### config.mk
export PLATFORM = sky130hd
export DESIGN_NAME = pan_tilt_tracking_step
export DESIGN_NICKNAME = d
export VERILOG_FILES = /design/src/design/ptt_pkg.sv /design/src/design/pan_tilt_tracking_step.sv /design/src/design/ptt_lane.sv
export VERILOG_INCLUDE_DIRS = /design/src /design/src/design
export SDC_FILE = /design/constraint.sdc
export NUM_CORES = 2
export LEC_CHECK = 0
export BUFFER_PORTS_ARGS = -buffer_cell sky130_fd_sc_hd__buf_2
export CAP_MARGIN = 20
export CORE_ASPECT_RATIO = 1.5
export CORE_MARGIN = 10
export CORE_UTILIZATION = 37
export CTS_CLUSTER_SIZE = 28
export DETAILED_ROUTE_END_ITERATION = 8
export PLACE_DENSITY = 0.51
export SETUP_SLACK_MARGIN = 0.02
export SLEW_MARGIN = 20
export SYNTH_ARGS = -nofsm -noshare
export SYNTH_HDL_FRONTEND = slang
export SYNTH_SLANG_ARGS = --single-unit
### constraint.sdc
create_clock -name clk -period 8.75 [get_ports clk]
set_input_delay 0.875 -clock clk [delete_from_list [all_inputs] [get_ports clk]]
set_output_delay 0.875 -clock clk [all_outputs]
set_load 0.01 [all_outputs]
### src/design/assert_macros.svh
// Assertion macros used by the top-level design file for its concurrent checks.
`ifndef ASSERT_MACROS_SVH
`define ASSERT_MACROS_SVH

// Whenever cond holds at an edge, prop must hold at the same edge.
`define ASSERT_SAME(label, clk, rst, cond, prop, msg) \
  label: assert property (@(posedge clk) disable iff (rst) (cond) |-> (prop)) \
    else $error(msg);

// Whenever cond holds at an edge, prop must hold at the next edge.
`define ASSERT_NEXT(label, clk, rst, cond, prop, msg) \
  label: assert property (@(posedge clk) disable iff (rst) (cond) |=> (prop)) \
    else $error(msg);

`endif

### src/design/ptt_pkg.sv
// Shared constants and types of the pan/tilt tracking step.
package ptt_pkg;

  localparam int COORD_BITS = 12;
  localparam int FRAME_BITS = 12;
  localparam int GAIN_BITS  = 16;
  localparam int ANGLE_BITS = 17;
  localparam int PULSE_BITS = 21;

  // Error magnitude times gain, the dividend of the serial divider.
  localparam int PROD_BITS = COORD_BITS + GAIN_BITS;
  localparam int CNT_BITS  = $clog2(PROD_BITS);
  localparam int SUM_BITS  = ANGLE_BITS + 2;

  localparam int ANGLE_LIMIT = 45000;
  localparam int OFF_BITS    = 17;

  // Pulse = PULSE_MIN + off*100/9 = PULSE_MIN + 11*off + off/9.
  localparam int PULSE_MIN   = 1000000;
  localparam int PULSE_WHOLE = 11;
  localparam int PULSE_DIV   = 9;
  // off/9 is estimated as (off * RECIP_M) >> RECIP_SHIFT, low by at most one.
  localparam int RECIP_SHIFT = 20;
  localparam int RECIP_M     = (1 << RECIP_SHIFT) / PULSE_DIV;
  localparam int RECIP_BITS  = 17;
  localparam int RP_BITS     = OFF_BITS + RECIP_BITS;
  localparam int Q_BITS      = 14;

  // Configuration register indexes.
  localparam int CFG_IDX_BITS  = 3;
  localparam int CFG_DATA_BITS = 16;
  localparam logic [CFG_IDX_BITS-1:0] CFG_FRAME_WIDTH  = 3'd0;
  localparam logic [CFG_IDX_BITS-1:0] CFG_FRAME_HEIGHT = 3'd1;
  localparam logic [CFG_IDX_BITS-1:0] CFG_PAN_GAIN     = 3'd2;
  localparam logic [CFG_IDX_BITS-1:0] CFG_TILT_GAIN    = 3'd3;
  localparam logic [CFG_IDX_BITS-1:0] CFG_MAX_STEP     = 3'd4;

  localparam int IN_DATA_BITS  = 48;
  localparam int OUT_DATA_BITS = 80;

  typedef struct packed {
    logic idle;
    logic done;
  } lane_stat_t;

endpackage

### src/design/pan_tilt_tracking_step.sv
// Top level of the pan/tilt tracking step: configuration, two axis lanes and the result register.
// Each request carries a target pixel and the measured laser pixel; the pan and tilt lanes
// run side by side and the result register merges both angles and servo pulse widths into
// one result. Each lane takes a request through the multiply, the 28-step restoring divider
// (error times gain over frame size), the clamp and the two pulse-width stages, and then
// hands it over to the result register. A new request is taken as soon as both lanes have
// handed their result to the output register, even if that result is still waiting
// downstream, so no request is accepted while the previous one is still in the lanes.
// Configuration writes are accepted in every cycle; unknown indexes are ignored. The gains
// and the step limit are read part way through an update, so registers should only be
// written while no request is in flight.
`include "assert_macros.svh"

module pan_tilt_tracking_step (
  input  logic                                clk,
  input  logic                                rst,
  // s_tdata: target_x [11:0], target_y [23:12], laser_x [35:24], laser_y [47:36]
  input  logic                                s_tvalid,
  output logic                                s_tready,
  input  logic [ptt_pkg::IN_DATA_BITS-1:0]    s_tdata,
  // m_tdata: pan_angle_mdeg [16:0], tilt_angle_mdeg [33:17], pan_pulse_ns [54:34],
  //          tilt_pulse_ns [75:55], zero [79:76]
  output logic                                m_tvalid,
  input  logic                                m_tready,
  output logic [ptt_pkg::OUT_DATA_BITS-1:0]   m_tdata,
  input  logic                                cfg_valid,
  output logic                                cfg_ready,
  input  logic [ptt_pkg::CFG_IDX_BITS-1:0]    cfg_index,
  input  logic [ptt_pkg::CFG_DATA_BITS-1:0]   cfg_data
);
  import ptt_pkg::*;

  logic [FRAME_BITS-1:0] img_width;
  logic [FRAME_BITS-1:0] img_height;
  logic [GAIN_BITS-1:0]  pan_scale;
  logic [GAIN_BITS-1:0]  tilt_scale;
  logic [GAIN_BITS-1:0]  max_step;

  logic                         start;
  logic                         take;
  lane_stat_t                   pan_stat;
  lane_stat_t                   tilt_stat;
  logic signed [ANGLE_BITS-1:0] pan_angle;
  logic signed [ANGLE_BITS-1:0] tilt_angle;
  logic [PULSE_BITS-1:0]        pan_pulse;
  logic [PULSE_BITS-1:0]        tilt_pulse;

  assign cfg_ready = 1'b1;

  always_ff @(posedge clk) begin
    if (rst) begin
      img_width  <= FRAME_BITS'(640);
      img_height <= FRAME_BITS'(480);
      pan_scale  <= GAIN_BITS'(16000);
      tilt_scale <= GAIN_BITS'(16000);
      max_step   <= GAIN_BITS'(1800);
    end else if (cfg_valid && cfg_ready) begin
      unique case (cfg_index)
        CFG_FRAME_WIDTH:  img_width  <= cfg_data[FRAME_BITS-1:0];
        CFG_FRAME_HEIGHT: img_height <= cfg_data[FRAME_BITS-1:0];
        CFG_PAN_GAIN:     pan_scale  <= cfg_data;
        CFG_TILT_GAIN:    tilt_scale <= cfg_data;
        CFG_MAX_STEP:     max_step   <= cfg_data;
        default: begin
        end
      endcase
    end
  end

  assign s_tready = pan_stat.idle && tilt_stat.idle;
  assign start    = s_tvalid && s_tready;
  // Both lanes finish in the same cycle; the merge waits for a free output register.
  assign take     = pan_stat.done && tilt_stat.done && (!m_tvalid || m_tready);

  ptt_lane u_pan (
    .clk       (clk),
    .rst       (rst),
    .start     (start),
    .take      (take),
    .frame     (img_width),
    .gain      (pan_scale),
    .max_step  (max_step),
    .tgt       (s_tdata[11:0]),
    .las       (s_tdata[35:24]),
    .angle_out (pan_angle),
    .pulse     (pan_pulse),
    .stat      (pan_stat)
  );

  ptt_lane u_tilt (
    .clk       (clk),
    .rst       (rst),
    .start     (start),
    .take      (take),
    .frame     (img_height),
    .gain      (tilt_scale),
    .max_step  (max_step),
    .tgt       (s_tdata[23:12]),
    .las       (s_tdata[47:36]),
    .angle_out (tilt_angle),
    .pulse     (tilt_pulse),
    .stat      (tilt_stat)
  );

  always_ff @(posedge clk) begin
    if (rst) begin
      m_tvalid <= 1'b0;
    end else if (take) begin
      m_tvalid <= 1'b1;
    end else if (m_tready) begin
      m_tvalid <= 1'b0;
    end
  end

  always_ff @(posedge clk) begin
    if (take) begin
      m_tdata <= {4'b0000, tilt_pulse, pan_pulse, tilt_angle, pan_angle};
    end
  end

  `ASSERT_SAME(a_lanes_in_step, clk, rst, 1'b1, pan_stat == tilt_stat, "lanes out of step")
  `ASSERT_NEXT(a_busy_after_accept, clk, rst, start, !s_tready, "accepted while busy")
  `ASSERT_SAME(a_angle_range, clk, rst, m_tvalid, ($signed(m_tdata[16:0]) <= 17'sd45000) && ($signed(m_tdata[16:0]) >= -17'sd45000), "pan angle out of range")

endmodule

### src/design/ptt_lane.sv
// One axis lane: proportional step by serial division, slew and angle clamp, pulse width.
module ptt_lane (
  input  logic                               clk,
  input  logic                               rst,
  input  logic                               start,
  input  logic                               take,
  input  logic [ptt_pkg::FRAME_BITS-1:0]     frame,
  input  logic [ptt_pkg::GAIN_BITS-1:0]      gain,
  input  logic [ptt_pkg::GAIN_BITS-1:0]      max_step,
  input  logic [ptt_pkg::COORD_BITS-1:0]     tgt,
  input  logic [ptt_pkg::COORD_BITS-1:0]     las,
  output logic signed [ptt_pkg::ANGLE_BITS-1:0] angle_out,
  output logic [ptt_pkg::PULSE_BITS-1:0]     pulse,
  output ptt_pkg::lane_stat_t                stat
);
  import ptt_pkg::*;

  localparam logic [2:0] L_IDLE = 3'd0;
  localparam logic [2:0] L_MUL  = 3'd1;
  localparam logic [2:0] L_DIV  = 3'd2;
  localparam logic [2:0] L_STEP = 3'd3;
  localparam logic [2:0] L_PDIV = 3'd4;
  localparam logic [2:0] L_PSUM = 3'd5;
  localparam logic [2:0] L_DONE = 3'd6;

  localparam logic signed [SUM_BITS-1:0] LIM_HI = SUM_BITS'(ANGLE_LIMIT);
  localparam logic signed [SUM_BITS-1:0] LIM_LO = -LIM_HI;

  logic [2:0]                   state;
  logic [CNT_BITS-1:0]          cnt;
  logic [COORD_BITS-1:0]        mag_r;
  logic                         neg_r;
  logic [FRAME_BITS-1:0]        divisor;
  logic [PROD_BITS-1:0]         acc;
  logic [FRAME_BITS-1:0]        rem;
  logic signed [ANGLE_BITS-1:0] angle;
  logic [OFF_BITS-1:0]          off;
  logic [RP_BITS-1:0]           rprod;

  logic signed [COORD_BITS:0]   err;
  logic [COORD_BITS-1:0]        mag;
  logic [FRAME_BITS:0]          rem_sh;
  logic                         ge;
  logic [GAIN_BITS-1:0]         step_mag;
  logic signed [SUM_BITS-1:0]   step_ext;
  logic signed [SUM_BITS-1:0]   angle_ext;
  logic signed [SUM_BITS-1:0]   sum;
  logic signed [SUM_BITS-1:0]   sum_c;
  logic [Q_BITS-1:0]            q0;
  logic [OFF_BITS-1:0]          nine_q;
  logic [OFF_BITS-1:0]          rem9;
  logic [Q_BITS-1:0]            q9;
  logic [PULSE_BITS-1:0]        pulse_c;

  assign err = $signed({1'b0, tgt}) - $signed({1'b0, las});
  assign mag = err[COORD_BITS] ? COORD_BITS'(-err) : err[COORD_BITS-1:0];

  // One restoring division step: the remainder always stays below the divisor.
  assign rem_sh = {rem, acc[PROD_BITS-1]};
  assign ge     = rem_sh >= {1'b0, divisor};

  assign step_mag  = (acc > PROD_BITS'(max_step)) ? max_step : acc[GAIN_BITS-1:0];
  assign step_ext  = $signed({{(SUM_BITS-GAIN_BITS){1'b0}}, step_mag});
  assign angle_ext = SUM_BITS'(angle);
  assign sum       = neg_r ? (angle_ext - step_ext) : (angle_ext + step_ext);

  always_comb begin
    if (sum > LIM_HI) begin
      sum_c = LIM_HI;
    end else if (sum < LIM_LO) begin
      sum_c = LIM_LO;
    end else begin
      sum_c = sum;
    end
  end

  assign q0      = rprod[RECIP_SHIFT +: Q_BITS];
  assign nine_q  = OFF_BITS'(q0) * OFF_BITS'(PULSE_DIV);
  assign rem9    = off - nine_q;
  assign q9      = (rem9 >= OFF_BITS'(PULSE_DIV)) ? (q0 + Q_BITS'(1)) : q0;
  assign pulse_c = PULSE_BITS'(PULSE_MIN) + PULSE_BITS'(off) * PULSE_BITS'(PULSE_WHOLE)
                 + PULSE_BITS'(q9);

  always_ff @(posedge clk) begin
    if (rst) begin
      state <= L_IDLE;
      angle <= '0;
    end else begin
      unique case (state)
        L_IDLE: begin
          if (start) begin
            state <= L_MUL;
          end
        end
        L_MUL: begin
          state <= L_DIV;
        end
        L_DIV: begin
          if (cnt == '0) begin
            state <= L_STEP;
          end
        end
        L_STEP: begin
          angle <= ANGLE_BITS'(sum_c);
          state <= L_PDIV;
        end
        L_PDIV: begin
          state <= L_PSUM;
        end
        L_PSUM: begin
          state <= L_DONE;
        end
        L_DONE: begin
          if (take) begin
            state <= L_IDLE;
          end
        end
        default: begin
          state <= L_IDLE;
        end
      endcase
    end
  end

  // Datapath registers, loaded by the sequencer state.
  always_ff @(posedge clk) begin
    if (state == L_IDLE && start) begin
      mag_r   <= mag;
      neg_r   <= err[COORD_BITS];
      divisor <= (frame == '0) ? FRAME_BITS'(1) : frame;
    end
    if (state == L_MUL) begin
      acc <= PROD_BITS'(mag_r) * PROD_BITS'(gain);
      rem <= '0;
      cnt <= CNT_BITS'(PROD_BITS - 1);
    end
    if (state == L_DIV) begin
      rem <= ge ? FRAME_BITS'(rem_sh - {1'b0, divisor}) : rem_sh[FRAME_BITS-1:0];
      acc <= {acc[PROD_BITS-2:0], ge};
      cnt <= cnt - CNT_BITS'(1);
    end
    if (state == L_STEP) begin
      off <= OFF_BITS'(sum_c + LIM_HI);
    end
    if (state == L_PDIV) begin
      rprod <= RP_BITS'(off) * RP_BITS'(RECIP_M);
    end
    if (state == L_PSUM) begin
      pulse <= pulse_c;
    end
  end

  assign angle_out = angle;
  assign stat.idle = (state == L_IDLE);
  assign stat.done = (state == L_DONE);

endmodule

==> impl_metrics.env <==
export IMPL_outcome="finished, final reports clean"
export IMPL_max_cap_violations=0
export IMPL_slew_headroom_pct=34.9
export IMPL_min_period_ps=8150
export IMPL_vias=35400
export IMPL_power_density_nw_per_um2=315
export IMPL_placed_cells=6909
export IMPL_synth_enable_flop_cells=320
export IMPL_io_pins=155
export IMPL_path_class="register to register"
export IMPL_postCtsSetupBuffers=0
export IMPL_synth_flop_cell="edfxtp_1"
export IMPL_wire_per_inst_um=17.9
export IMPL_p_total_mw=16.6
export IMPL_required_ps=9110
export IMPL_antenna_found_initial=2
export IMPL_grt_max_degree=80
export IMPL_end_kind="register"
export IMPL_clk_pin_slew_worst_paths_ps=70
export IMPL_yosysUniqueCellTypes=86
export IMPL_seq_area_frac_synth_pct=24.6
export IMPL_switching_share_pct=45.4
export IMPL_r2r_end="u_pan.off[11]"
export IMPL_reg2reg_from="max_step[13]"
export IMPL_max_freq_ghz=0.123
export IMPL_setup_violations=0
export IMPL_finalClockSkew_ps=25.8
export IMPL_yosysWarnings=0
export IMPL_synth_area_leader_cell="fa_1"
export IMPL_dieHeight_um=462
export IMPL_grt_pass1_vias=37100
export IMPL_whs_ps=414
export IMPL_drcViolationCount=0
export IMPL_synth_avg_cell_area_sq_um=9.37
export IMPL_cts_tree="built"
export IMPL_r2r_slack_ps=600
export IMPL_tightest_slew_ps=970
export IMPL_grt_overflow=0
export IMPL_power_internal_mw=9.04
export IMPL_leakagePower_nw=24.2
export IMPL_synth_most_common_cell="inv_1"
export IMPL_syn_instance_count=5153
export IMPL_clock_sinks=433
export IMPL_drtAntennaViolNets=0
export IMPL_drtIter0Drc=1604
export IMPL_initial_core_util_pct=37.2
export IMPL_cp_startpoint="max_step[13]"
export IMPL_power_net_switching_mw=7.51
export IMPL_crit_end="u_pan.off[11]"
export IMPL_syn_area_sq_um=48300
export IMPL_cp_max_fo=13
export IMPL_gp_congestion=0.888
export IMPL_die_w_um=315
export IMPL_hpwlAfterDp_um=103000
export IMPL_routed_wirelength_um=126000
export IMPL_syn2layout_area_growth_pct=8.94
export IMPL_finalSetupTns_ps=0
export IMPL_ys_async_sr_fraction_pct=0
export IMPL_cts_buffers=47
export IMPL_seqPwrFrac_pct=20.2
export IMPL_drive_gt1_share_pct=6.54
export IMPL_synth_seq_cells=433
export IMPL_peakVddDrop_mv=0.439
export IMPL_clockBufferDepth=3
export IMPL_clk_latency_ps=610
export IMPL_stdcell_count=6997
export IMPL_avgViaCountPerCell=5.06
export IMPL_grt_first_pass_wirelength_um=202000
export IMPL_rows=162
export IMPL_post_route_period_util_pct=93.2
export IMPL_dr_pass1_iters=5
export IMPL_rsz0062_at_grt="no"
export IMPL_portBuffers=149
export IMPL_dieArea_sq_um=146000
export IMPL_root_buffer="clkbuf_16"
export IMPL_power_frac_comb_pct=67.2
export IMPL_cp_start_kind="register"
export IMPL_holdCritPathClass="register to register"
export IMPL_pwr_share_clk_pct=12.6
export IMPL_hold_viol=0
export IMPL_r2r_cells=27
export IMPL_fin_nets=6434
export IMPL_h_tree_depth=2
export IMPL_netlist_top_cells_area="fa_1 21%, edfxtp_1 20%, ha_1 16%"
export IMPL_worst_ep_arrival_time_ps=8510
export IMPL_grt_usage_pct=17.2
export IMPL_drv_slew=0
export IMPL_yosys_area_top_type_share_pct=20.6
export IMPL_synth_commonest_cells="779 x inv_1, 660 x nand2_1, 630 x ha_1"
export IMPL_placeableCoreArea_sq_um=130000
export IMPL_fin_util_pct=40.5
## cell families (layout without fill, tap and decap cells)
logic type | count (synthesis) | after routing | synth area share [%]
compound gates | 763 | 763 | 10.0
buf+inv | 943 | 1061 | 7.40
other cells | 2 | 6 | 0.0156
xor+xnor | 268 | 268 | 4.94
fa+ha+maj | 1126 | 1126 | 36.9
simple gates | 1568 | 1568 | 15.1
flops | 433 | 433 | 24.6
mux | 50 | 50 | 1.07
## flip-flops by register name (all words and copies together) (netlist names), 5 cells and up
signal / count
pan_scale: 16
u_tilt.pulse: 21
max_step: 16
u_tilt.divisor: 12
u_pan.cnt: 5
u_tilt.mag_r: 12
u_tilt.rprod: 14
u_pan.rprod: 14
tilt_scale: 16
u_pan.rem: 12
u_tilt.rem: 12
u_pan.acc: 28
u_pan.pulse: 21
m_tdata: 76
u_tilt.angle_out: 17
u_pan.off: 17
u_tilt.cnt: 5
u_tilt.off: 17
img_width: 12
u_pan.angle_out: 17
img_height: 12
u_pan.mag_r: 12
u_tilt.acc: 28
u_pan.divisor: 12
## power groups by stage
stage          registers (mW)  clock network, mW  logic [mW]
2_1_floorplan            3.15                  0        8.70
3_3_place_gp             3.39                  0        11.2
3_5_place_dp             3.40                  0        11.2
4_1_cts                  3.35               2.15        11.3
5_1_grt                  3.38               2.22        12.9
6_report                 3.35               2.08        11.1
## worst min path at each step
stage                          start     endpoint  slack [ps]  depth (start not counted)
finish                u_pan.pulse[1]  m_tdata[35]         410                          0
global route         u_pan.pulse[11]  m_tdata[45]         430                          0
detailed placement   u_pan.pulse[12]  m_tdata[46]         400                          0
global placement    u_tilt.pulse[10]  m_tdata[65]         400                          0
CTS                  u_pan.pulse[12]  m_tdata[46]         420                          0
floorplan             u_pan.pulse[0]  m_tdata[34]         400                          0
## critical path, stage by stage (launching register included)
cell and delay (ps):
dfxtp_1 530, inv_1 220, ha_1 350, a21oi_1 150, o21ai_0 110, or3_1 370
nor3_1 300, or2_2 330, mux2_2 420, inv_1 70, ha_1 210, o21ai_0 480
ha_1 340, nand2b_1 130, a21o_1 190, a211oi_1 120, o211ai_1 360, a21oi_1 140
o41ai_2 450, xor2_2 430, a211o_1 360, nand2_1 210, nor2_1 220, inv_1 70
ha_1 240, a221o_1 440, or4_1 430, a31o_1 230
## area by class of cell
cell class,count,area (sq um)
well taps,1722,2150
clock inverters,22,226
diodes,1,2.50
fillers,13100,77100
multi-input cells,3780,32900
inverters,780,2930
repair buffers,194,1090
flip-flops and latches,433,11900
clock buffers,65,1380
## cell usage in the layout (no fill, tap or decap), types with 39 or more instances in the layout
cell type	instances
ha_1	630
nand2_1	660
a211oi_1	42
buf_2	148
o21ai_0	161
nor2b_1	43
a21o_1	41
clkbuf_16	51
mux2i_1	39
xor2_1	105
nand3_1	74
and2_1	132
a21oi_1	257
nor3_1	85
xnor2_1	159
dfxtp_1	113
edfxtp_1	320
buf_4	46
fa_1	496
inv_1	779
nor2_1	320
## what timing repair did
action,CTS,global route
resized for setup,0,6
hold buffers,0,0
endpoints found under the setup margin,0,6
## per-layer routing
layer	GRT usage (%)	part of all wire [%]	vias to the layer above
li1	-	-	17300
met2	32.1	52	646
met3	1.85	3.4	165
met5	0	0.0056	-
met4	5.29	3.2	2
met1	20.4	41	17300
## metrics by stage
| stage | setup WS [ps] | area (sq um) |
|---|---|---|
| after floorplan | 671 | 48300 |
| after global placement | 527 | 50900 |
| after detailed placement | 455 | 50900 |
| after CTS | 416 | 52600 |
| after global routing | 52.5 | 52600 |
| final | 597 | 52600 |
(Power assumes the default switching activity.)
